--- config.mk ---
export PLATFORM = sky130hd
export DESIGN_NAME = rgb555_lightness_hue_recolor_unit
export DESIGN_NICKNAME = d
export VERILOG_FILES = /design/src/rtl/rhr_pkg.sv /design/src/rtl/rgb555_lightness_hue_recolor_unit.sv /design/src/rtl/rhr_front.sv /design/src/rtl/rhr_queue.sv /design/src/rtl/rhr_back.sv
export SDC_FILE = /design/constraint.sdc
export NUM_CORES = 2
export LEC_CHECK = 0
export BUFFER_PORTS_ARGS = -buffer_cell sky130_fd_sc_hd__buf_4
export CAP_MARGIN = 25
export CORE_ASPECT_RATIO = 1.25
export CORE_MARGIN = 1.5
export CORE_UTILIZATION = 60
export CTS_BUF_LIST = sky130_fd_sc_hd__clkbuf_4 sky130_fd_sc_hd__clkbuf_8 sky130_fd_sc_hd__clkbuf_16
export CTS_CLUSTER_SIZE = 10
export DETAILED_ROUTE_END_ITERATION = 10
export GPL_ROUTABILITY_DRIVEN = 0
export PLACE_DENSITY = 0.75
export SLEW_MARGIN = 20
export SYNTH_ARGS = -nofsm -noshare
export SYNTH_HDL_FRONTEND = slang
export SYNTH_HIERARCHICAL = 1
export SYNTH_SLANG_ARGS = --single-unit
--- constraint.sdc ---
create_clock -name clk -period 12 [get_ports clk]
set_clock_uncertainty 0.2 [all_clocks]
set_input_delay 1.2 -clock clk [delete_from_list [all_inputs] [get_ports clk]]
set_output_delay 1.2 -clock clk [all_outputs]
set_load 0.02 [all_outputs]
--- src/rtl/rhr_pkg.sv ---
// Package for the RGB555 lightness and hue recolour unit.
// Holds field widths, register indices, the queued item type and the channel widening.
// No dependencies.
`timescale 1ns / 1ps

package rhr_pkg;

	localparam int FRAC_BITS_DEF = 12;

	localparam int COLOR_W = 15;
	localparam int CHAN_W  = 8;
	localparam int SUM_W   = 9;
	localparam int HUE_W   = 12;
	localparam int SAT_W   = 13;
	localparam int GAIN_W  = 13;
	localparam int CFG_W   = 13;
	localparam int CFG_IDX_W = 2;

	localparam logic [GAIN_W-1:0] GAIN_RESET = GAIN_W'(4096);

	localparam int QUEUE_DEPTH = 4;
	localparam int QPTR_W      = $clog2(QUEUE_DEPTH);
	localparam int QCNT_W      = $clog2(QUEUE_DEPTH + 1);

	typedef enum logic [CFG_IDX_W-1:0] {
		CFG_HUE  = 2'd0,
		CFG_SAT  = 2'd1,
		CFG_GAIN = 2'd2
	} cfg_index_t;

	typedef struct packed {
		logic [HUE_W-1:0]  hue;
		logic [SAT_W-1:0]  sat;
		logic [GAIN_W-1:0] gain;
	} rhr_cfg_t;

	typedef struct packed {
		logic             grey;
		logic [SUM_W-1:0] sum;
	} rhr_item_t;

	function automatic logic [CHAN_W-1:0] widen5(input logic [4:0] x);
		return {x, x[4:2]};
	endfunction

endpackage

--- src/rtl/rgb555_lightness_hue_recolor_unit.sv ---
// Top level of the RGB555 lightness and hue recolour unit: configuration registers and wiring.
// Instantiates rhr_front, rhr_queue and rhr_back; depends on rhr_pkg.
`timescale 1ns / 1ps

// Takes one RGB555 colour per item and returns the colour rebuilt from the configured hue and
// saturation with its lightness scaled by the configured gain. One item is accepted every clock
// cycle while the output is taken; each item passes through the front register, loaded at the
// edge that accepts it, then one queue slot and the seven-stage back pipeline, whose last stage
// is the output register. A four-item queue between front and back absorbs output stalls.
// Configuration writes take effect at once and belong in idle periods.
module rgb555_lightness_hue_recolor_unit import rhr_pkg::*; #(
	parameter int FRAC_BITS = FRAC_BITS_DEF
) (
	input  logic                 clk,
	input  logic                 arst_n,
	input  logic                 s_tvalid,
	output logic                 s_tready,
	input  logic [15:0]          s_tdata,   // color_in [14:0]
	output logic                 m_tvalid,
	input  logic                 m_tready,
	output logic [23:0]          m_tdata,   // red_out [7:0], green_out [15:8], blue_out [23:16]
	input  logic                 cfg_we,
	input  logic [CFG_IDX_W-1:0] cfg_index,
	input  logic [CFG_W-1:0]     cfg_data
);

	rhr_cfg_t          cfg_q;
	rhr_item_t         f_item, q_item;
	logic              push, pop, full, empty;
	logic [CHAN_W-1:0] red, green, blue;

	always_ff @(posedge clk or negedge arst_n) begin
		if (!arst_n) begin
			cfg_q.hue  <= '0;
			cfg_q.sat  <= '0;
			cfg_q.gain <= GAIN_RESET;
		end else if (cfg_we) begin
			case (cfg_index_t'(cfg_index))
				CFG_HUE:  cfg_q.hue  <= cfg_data[HUE_W-1:0];
				CFG_SAT:  cfg_q.sat  <= cfg_data[SAT_W-1:0];
				CFG_GAIN: cfg_q.gain <= cfg_data[GAIN_W-1:0];
				default: ;
			endcase
		end
	end

	rhr_front #(.FRAC_BITS(FRAC_BITS)) u_front (
		.clk      (clk),
		.arst_n   (arst_n),
		.in_valid (s_tvalid),
		.in_ready (s_tready),
		.color    (s_tdata[COLOR_W-1:0]),
		.sat      (cfg_q.sat),
		.q_full   (full),
		.push     (push),
		.item     (f_item)
	);

	rhr_queue u_queue (
		.clk    (clk),
		.arst_n (arst_n),
		.push   (push),
		.din    (f_item),
		.full   (full),
		.pop    (pop),
		.dout   (q_item),
		.empty  (empty)
	);

	rhr_back #(.FRAC_BITS(FRAC_BITS)) u_back (
		.clk       (clk),
		.arst_n    (arst_n),
		.cfg       (cfg_q),
		.item      (q_item),
		.avail     (!empty),
		.take      (pop),
		.out_valid (m_tvalid),
		.out_ready (m_tready),
		.red       (red),
		.green     (green),
		.blue      (blue)
	);

	assign m_tdata = {blue, green, red};

endmodule

--- src/rtl/rhr_front.sv ---
// Front part of the recolour unit: accepts colours, widens the channels and forms max + min.
// Also marks items that take the grey path. Depends on rhr_pkg.
`timescale 1ns / 1ps

module rhr_front import rhr_pkg::*; #(
	parameter int FRAC_BITS = FRAC_BITS_DEF
) (
	input  logic               clk,
	input  logic               arst_n,
	input  logic               in_valid,
	output logic               in_ready,
	input  logic [COLOR_W-1:0] color,
	input  logic [SAT_W-1:0]   sat,
	input  logic               q_full,
	output logic               push,
	output rhr_item_t          item
);

	localparam int ONE      = 1 << FRAC_BITS;
	localparam int GREY_LIM = (ONE + 999) / 1000;

	logic               valid_q;
	logic [COLOR_W-1:0] color_q;
	logic               adv;
	logic [CHAN_W-1:0]  r, g, b, mx, mn;

	assign adv      = !valid_q || !q_full;
	assign in_ready = adv;
	assign push     = valid_q && !q_full;

	always_ff @(posedge clk or negedge arst_n) begin
		if (!arst_n) begin
			valid_q <= 1'b0;
		end else if (adv) begin
			valid_q <= in_valid;
		end
	end

	always_ff @(posedge clk) begin
		if (adv) begin
			color_q <= color;
		end
	end

	always_comb begin
		r  = widen5(color_q[4:0]);
		g  = widen5(color_q[9:5]);
		b  = widen5(color_q[14:10]);
		mx = r;
		mn = r;
		if (g > mx) mx = g;
		if (b > mx) mx = b;
		if (g < mn) mn = g;
		if (b < mn) mn = b;
		item.sum  = {1'b0, mx} + {1'b0, mn};
		item.grey = (sat < SAT_W'(GREY_LIM));
	end

endmodule

--- src/rtl/rhr_queue.sv ---
// Short queue between the front and back parts of the recolour unit.
// Holds classified items so that each side can stall on its own. Depends on rhr_pkg.
`timescale 1ns / 1ps

module rhr_queue import rhr_pkg::*; (
	input  logic      clk,
	input  logic      arst_n,
	input  logic      push,
	input  rhr_item_t din,
	output logic      full,
	input  logic      pop,
	output rhr_item_t dout,
	output logic      empty
);

	rhr_item_t          mem_q [QUEUE_DEPTH];
	logic [QPTR_W-1:0]  wr_q, rd_q;
	logic [QCNT_W-1:0]  cnt_q;

	assign full  = (cnt_q == QCNT_W'(QUEUE_DEPTH));
	assign empty = (cnt_q == '0);
	assign dout  = mem_q[rd_q];

	always_ff @(posedge clk or negedge arst_n) begin
		if (!arst_n) begin
			wr_q  <= '0;
			rd_q  <= '0;
			cnt_q <= '0;
		end else begin
			if (push) begin
				wr_q <= (wr_q == QPTR_W'(QUEUE_DEPTH - 1)) ? '0 : wr_q + 1'b1;
			end
			if (pop) begin
				rd_q <= (rd_q == QPTR_W'(QUEUE_DEPTH - 1)) ? '0 : rd_q + 1'b1;
			end
			if (push && !pop) begin
				cnt_q <= cnt_q + 1'b1;
			end else if (pop && !push) begin
				cnt_q <= cnt_q - 1'b1;
			end
		end
	end

	always_ff @(posedge clk) begin
		if (push) begin
			mem_q[wr_q] <= din;
		end
	end

endmodule

--- src/rtl/rhr_back.sv ---
// Back part of the recolour unit: seven-stage pipeline from max + min to the output channels.
// Lightness, gain, HSL rebuild and rounding, with the output register last. Depends on rhr_pkg.
`timescale 1ns / 1ps

module rhr_back import rhr_pkg::*; #(
	parameter int FRAC_BITS = FRAC_BITS_DEF
) (
	input  logic              clk,
	input  logic              arst_n,
	input  rhr_cfg_t          cfg,
	input  rhr_item_t         item,
	input  logic              avail,
	output logic              take,
	output logic              out_valid,
	input  logic              out_ready,
	output logic [CHAN_W-1:0] red,
	output logic [CHAN_W-1:0] green,
	output logic [CHAN_W-1:0] blue
);

	localparam int F     = FRAC_BITS;
	localparam int NW    = F + 9;
	localparam int MW    = F + 1;
	localparam int LW    = F + 1;
	localparam int NLW   = 13;
	localparam int LSW   = 27 - F;
	localparam int QW    = ((LSW > 14) ? LSW : 14) + 3;
	localparam int CW    = QW + F + 3;
	localparam int TW    = F + 4;
	localparam int GPW   = F + 21;
	localparam logic [MW-1:0] RECIP = MW'((64'd1 << NW) / 510);
	localparam logic [TW-1:0] ONE_T = TW'(1) << F;
	localparam logic [TW-1:0] SIX_T = TW'(6) << F;

	// Stage valids and pipeline registers.
	logic vld_s1, vld_s2, vld_s3, vld_s4, vld_s5, vld_s6, vld_s7;
	logic grey_s1, grey_s2, grey_s3, grey_s4, grey_s5, grey_s6;
	logic [NW-1:0]            num_s1;
	logic [LW-1:0]            qe_s1;
	logic [LW-1:0]            l_s2;
	logic [NLW-1:0]           nl_s3, nl_s4;
	logic [LSW-1:0]           ls_s4;
	logic [CHAN_W-1:0]        gv_s4, gv_s5, gv_s6;
	logic signed [QW-1:0]     p_s5, d_s5;
	logic signed [CW-1:0]     cr_s6, cg_s6, cb_s6;
	logic [CHAN_W-1:0]        red_s7, green_s7, blue_s7;

	logic                     en;
	logic [NW-1:0]            num;
	logic [NW+MW-1:0]         rprod;
	logic [F+9:0]             qm, rem;
	logic [LW-1:0]            l;
	logic [F+13:0]            lg;
	logic [26:0]              ns;
	logic [GPW-1:0]           gp;
	logic [GPW-F-1:0]         gvf;
	logic [CHAN_W-1:0]        gv;
	logic signed [QW-1:0]     nl_x, ls_x, s_x, q, p, d;
	logic [HUE_W+F-1:0]       hue_w;
	logic [TW-1:0]            h6, t_r, t_g, t_b;
	logic [F:0]               f_r, f_g, f_b;
	logic signed [QW+F+1:0]   prd_r, prd_g, prd_b;
	logic signed [CW-1:0]     c_r, c_g, c_b;

	function automatic logic [TW-1:0] wrap6(input logic [TW-1:0] x);
		return (x >= SIX_T) ? x - SIX_T : x;
	endfunction

	function automatic logic [F:0] hue_factor(input logic [TW-1:0] t);
		logic [TW-1:0] rest;
		rest = (ONE_T << 2) - t;
		if (t < ONE_T) begin
			return t[F:0];
		end else if (t < (ONE_T + (ONE_T << 1))) begin
			return ONE_T[F:0];
		end else if (t < (ONE_T << 2)) begin
			return rest[F:0];
		end else begin
			return '0;
		end
	endfunction

	function automatic logic [CHAN_W-1:0] sat_chan(input logic signed [CW-1:0] c);
		logic [CW+7:0] cu, vf, sh;
		cu = (CW+8)'(c);
		vf = cu * (CW+8)'(255) + ((CW+8)'(1) << (2 * F - 1));
		sh = vf >> (2 * F);
		if (c <= 0) begin
			return '0;
		end else if (sh > (CW+8)'(255)) begin
			return '1;
		end else begin
			return sh[CHAN_W-1:0];
		end
	endfunction

	assign en        = !vld_s7 || out_ready;
	assign take      = avail && en;
	assign out_valid = vld_s7;
	assign red       = red_s7;
	assign green     = green_s7;
	assign blue      = blue_s7;

	always_comb begin
		// Lightness: (sum * ONE + 255) / 510 by reciprocal, then one correction step.
		num   = {item.sum, {F{1'b0}}} + NW'(255);
		rprod = (NW+MW)'(num) * (NW+MW)'(RECIP);
		qm    = (F+10)'(qe_s1) * (F+10)'(510);
		rem   = {1'b0, num_s1} - qm;
		l     = qe_s1 + LW'(rem >= (F+10)'(510));

		lg = (F+14)'(l_s2) * (F+14)'(cfg.gain) + ((F+14)'(1) << (F - 1));

		ns  = 27'(nl_s3) * 27'(cfg.sat) + (27'(1) << (F - 1));
		gp  = GPW'(nl_s3) * GPW'(255);
		gvf = gp[GPW-1:F];
		gv  = (gvf > (GPW-F)'(255)) ? '1 : gvf[CHAN_W-1:0];

		nl_x = $signed({{(QW-NLW){1'b0}}, nl_s4});
		ls_x = $signed({{(QW-LSW){1'b0}}, ls_s4});
		s_x  = $signed({{(QW-SAT_W){1'b0}}, cfg.sat});
		if (int'(nl_s4) < (1 << (F - 1))) begin
			q = nl_x + ls_x;
		end else begin
			q = nl_x + s_x - ls_x;
		end
		p = (nl_x <<< 1) - q;
		d = q - p;

		hue_w = {{F{1'b0}}, cfg.hue};
		h6    = (TW'(hue_w[F-1:0]) << 2) + (TW'(hue_w[F-1:0]) << 1);
		t_r   = wrap6(h6 + (ONE_T << 1));
		t_g   = h6;
		t_b   = wrap6(h6 + (ONE_T << 2));
		f_r   = hue_factor(t_r);
		f_g   = hue_factor(t_g);
		f_b   = hue_factor(t_b);
		prd_r = d_s5 * $signed({1'b0, f_r});
		prd_g = d_s5 * $signed({1'b0, f_g});
		prd_b = d_s5 * $signed({1'b0, f_b});
		c_r   = (CW'(p_s5) <<< F) + CW'(prd_r);
		c_g   = (CW'(p_s5) <<< F) + CW'(prd_g);
		c_b   = (CW'(p_s5) <<< F) + CW'(prd_b);
	end

	always_ff @(posedge clk or negedge arst_n) begin
		if (!arst_n) begin
			vld_s1 <= 1'b0;
			vld_s2 <= 1'b0;
			vld_s3 <= 1'b0;
			vld_s4 <= 1'b0;
			vld_s5 <= 1'b0;
			vld_s6 <= 1'b0;
			vld_s7 <= 1'b0;
		end else if (en) begin
			vld_s1 <= avail;
			vld_s2 <= vld_s1;
			vld_s3 <= vld_s2;
			vld_s4 <= vld_s3;
			vld_s5 <= vld_s4;
			vld_s6 <= vld_s5;
			vld_s7 <= vld_s6;
		end
	end

	always_ff @(posedge clk) begin
		if (en) begin
			num_s1  <= num;
			qe_s1   <= rprod[NW+MW-1:NW];
			grey_s1 <= item.grey;

			l_s2    <= l;
			grey_s2 <= grey_s1;

			nl_s3   <= lg[F+12:F];
			grey_s3 <= grey_s2;

			nl_s4   <= nl_s3;
			ls_s4   <= ns[26:F];
			gv_s4   <= gv;
			grey_s4 <= grey_s3;

			p_s5    <= p;
			d_s5    <= d;
			gv_s5   <= gv_s4;
			grey_s5 <= grey_s4;

			cr_s6   <= c_r;
			cg_s6   <= c_g;
			cb_s6   <= c_b;
			gv_s6   <= gv_s5;
			grey_s6 <= grey_s5;

			red_s7   <= grey_s6 ? gv_s6 : sat_chan(cr_s6);
			green_s7 <= grey_s6 ? gv_s6 : sat_chan(cg_s6);
			blue_s7  <= grey_s6 ? gv_s6 : sat_chan(cb_s6);
		end
	end

endmodule

==> results.py <==
metrics = {
    "layout": {
        "synthToLayoutAreaGrowth_pct": 5.20,
        "final_core_utilization": 0.638,
        "final_common_cell": "sky130_fd_sc_hd__inv_1",
        "layout.cells.most_common_list": "sky130_fd_sc_hd__inv_1 (2170), sky130_fd_sc_hd__fa_1 (1488), sky130_fd_sc_hd__ha_1 (1071)",
        "drive_above_1_share": 0.0455,
        "final_area_sq_um": 84500,
        "diodes": 0,
        "design.final.nets": 10700,
        "fillerInstances": 10500,
    },
    "yosys": {
        "ys.warnings.count": 6,
        "synth-async-reset-ratio": 0.144,
        "synth_seq_cells": 369,
        "synth-edff-count": 316,
        "synth_area_per_cell_sq_um": 9.89,
        "netlist.top_cell.by_area": "sky130_fd_sc_hd__fa_1",
        "synth_cell_type_count": 117,
        "seq_area_frac_synth": 0.135,
        "synth.top_cells.by_area": "sky130_fd_sc_hd__fa_1 (37%), sky130_fd_sc_hd__ha_1 (17%), sky130_fd_sc_hd__edfxtp_1 (12%)",
        "post-synth-top-area-fraction": 0.371,
        "netlist_area_sq_um": 80300,
        "syn-instance-count": 8117,
        "dominantRegCellSynth": "sky130_fd_sc_hd__edfxtp_1",
    },
    "setup_path": {
        "crit_type": "register to register",
        "critical-path-max-stage-delay_ns": 0.73,
        "crit_arrival_ns": 11.47,
        "worstPathBufferInverterCount": 4,
        "crit_path_frequent_cell": "sky130_fd_sc_hd__fa_1",
        "crit_required_ns": 12.19,
        "critical_path.endpoint_type": "register",
        "crit_path_top_delay_cell": "sky130_fd_sc_hd__a221o_1",
        "setup.worst_path.start_class": "register",
        "crit_fanout": 18,
        "critPathTopFamily": "compound AO/OA/AOI/OAI gates",
    },
    "die": {
        "start_util": 0.607,
        "floorplan.io_pins": 62,
        "die_area_sq_um": 136000,
        "die-height_um": 412,
        "coreArea_sq_um": 132000,
        "die_x_um": 330,
        "rows": 149,
    },
    "place": {
        "post-dp-hpwl_um": 146000,
        "post-place-ws_ns": 0.750,
        "dpl-instance-area_sq_um": 82800,
        "place.port_buffers": 60,
    },
    "detailed_routing": {
        "detail_route.first_pass.iterations": 6,
        "post_detailed_route_count_of_antenna_violating_nets": 0,
        "num_vias": 54100,
        "drt-total-wl_um": 175000,
        "remaining_drc_errors": 0,
        "drt_iter0_drc": 2394,
        "post_drt_via_cell_ratio": 5.47,
        "avgRoutedWirePerCell_um": 17.6,
    },
    "global_route": {
        "grt_use_total": 0.268,
        "wire_length_of_the_first_global_routing_pass_um": 291000,
        "use_met3": 0.0276,
        "first_global_vias": 59800,
        "grtUsageMet1": 0.307,
        "globalRoute.busiestLayer": "met2",
        "globalRouteMet2Util": 0.498,
        "grt_start_max_net_pins": 126,
        "grt_overflow": 0,
        "initial_antenna_violation_count": 1,
    },
    "timing": {
        "period_needed_ns": 11.28,
        "tightest_slew_ns": 1.06,
        "period_share": 0.940,
        "setup_ws_ns": 0.718,
        "hold_viol": 0,
        "timing.final.max_slew_violations": 0,
        "max_freq_ghz": 0.0886,
        "finalSetupViolCount": 0,
        "grt_setup_unrepaired": "false",
        "finalSetupTns_ns": 0,
        "timing.slew.headroom": 0.292,
    },
    "clock_network": {
        "clock_tree_from_tritoncts": "done",
        "clk-insertion-delay-late_ns": 0.67,
        "cts_buffers": 49,
        "maximum_number_of_buffers_from_clock_root_to_sink": 3,
        "clock_h_tree_levels": 2,
        "postCtsHoldBufs": 0,
        "worst_setup_hold_path_clk_slew_ns": 0.05,
        "clkSinkCount": 369,
        "clock-root-buffer": "sky130_fd_sc_hd__clkbuf_16",
    },
    "outcome": {
        "outcome": "finished clean",
    },
    "min_path": {
        "hp-class": "register to register",
    },
    "run": {
        "cap_violations": 0,
    },
}
## per-stage QoR
step	instances	hold slack (ns)
finish	9905	0.217
global route	9905	0.223
CTS	9902	0.218
detailed placement	9817	0.205
global placement	9817	0.205
floorplan	8141	0.200
## final timing paths
| kind | start | end | slack [ns] | cells past startpoint |
|---|---|---|---|---|
| max | cfg_q[26] | u_back/cg_s6[32] | 0.72 | 41 |
| min reg2reg | u_back/gv_s5[0] | u_back/gv_s6[0] | 0.22 | 0 |
| min in group asynchronous | arst_n | u_queue/cnt_q[2] | 0.38 | 1 |
| min | u_back/gv_s5[0] | u_back/gv_s6[0] | 0.22 | 0 |
| max in group asynchronous | arst_n | cfg_q[32] | 10.70 | 1 |
| max reg2reg | cfg_q[26] | u_back/cg_s6[32] | 0.72 | 41 |
## registers in the layout (all words and copies together), names as in the netlist, 17 cells and up
| register | count |
|---|---|
| u_queue/mem_q | 40 |
| u_back/d_s5 | 17 |
| cfg_q | 38 |
| u_back/p_s5 | 18 |
| u_back/cr_s6 | 32 |
| u_back/cg_s6 | 32 |
| u_back/cb_s6 | 32 |
## what timing repair did
item | CTS | global route
endpoints found under the setup margin | 0 | 1
buffers inserted | 0 | 0
resized for setup | 0 | 1
## kinds of logic after synthesis
| group | count (synthesis) | synth area share |
|---|---|---|
| fa+ha+maj | 2559 | 0.538 |
| flops | 369 | 0.135 |
| buf+inv | 2359 | 0.111 |
| compound gates | 747 | 0.0630 |
| xor+xnor | 328 | 0.0363 |
| mux | 84 | 0.0132 |
| other cells | 2 | 0.0000935 |
| simple gates | 1669 | 0.104 |
## routing by layer
layer  vias up  share of wire
li1      25000              -
met1     27300           0.38
met2      1359           0.53
met3       486          0.041
met4         0          0.053
met5         -              0
## layout make-up
type | count | area (sq um) | share of cell area
sequential | 369 | 10800 | 0.128
timing repair buffer | 130 | 995 | 0.0118
multi-input combinational | 5413 | 60700 | 0.718
tap | 1736 | 2170 | 0.0257
clock inverter | 14 | 201 | 0.00238
inverter | 2172 | 8160 | 0.0966
clock buffer | 71 | 1450 | 0.0172
## cells in the mapped netlist (all sizes together) (6+ instances only)
library cell / instances
a31o: 6
edfxtp: 316
nand3: 70
inv: 2172
o31ai: 9
a31oi: 39
o21bai: 38
o211ai: 25
and4: 8
or3: 27
buf: 57
mux4: 10
nand4b: 6
ha: 1071
a211oi: 34
xnor2: 222
o31a: 7
and2: 416
nand2b: 40
nand4: 25
a211o: 8
nor2b: 63
nor3: 69
dfrtp: 52
mux2: 54
a221o: 8
a21oi: 243
o221ai: 6
o22ai: 7
nor2: 159
clkbuf: 130
o21a: 32
nor4: 23
a2111oi: 9
fa: 1488
a21o: 94
nand3b: 9
nor3b: 6
or2: 25
and3: 24
xor2: 103
o21ai: 111
mux2i: 20
nand2: 685
a41oi: 15
Power is not shown: default switching activity piles up to over one toggle a cycle in this logic, so the estimate is an artifact.
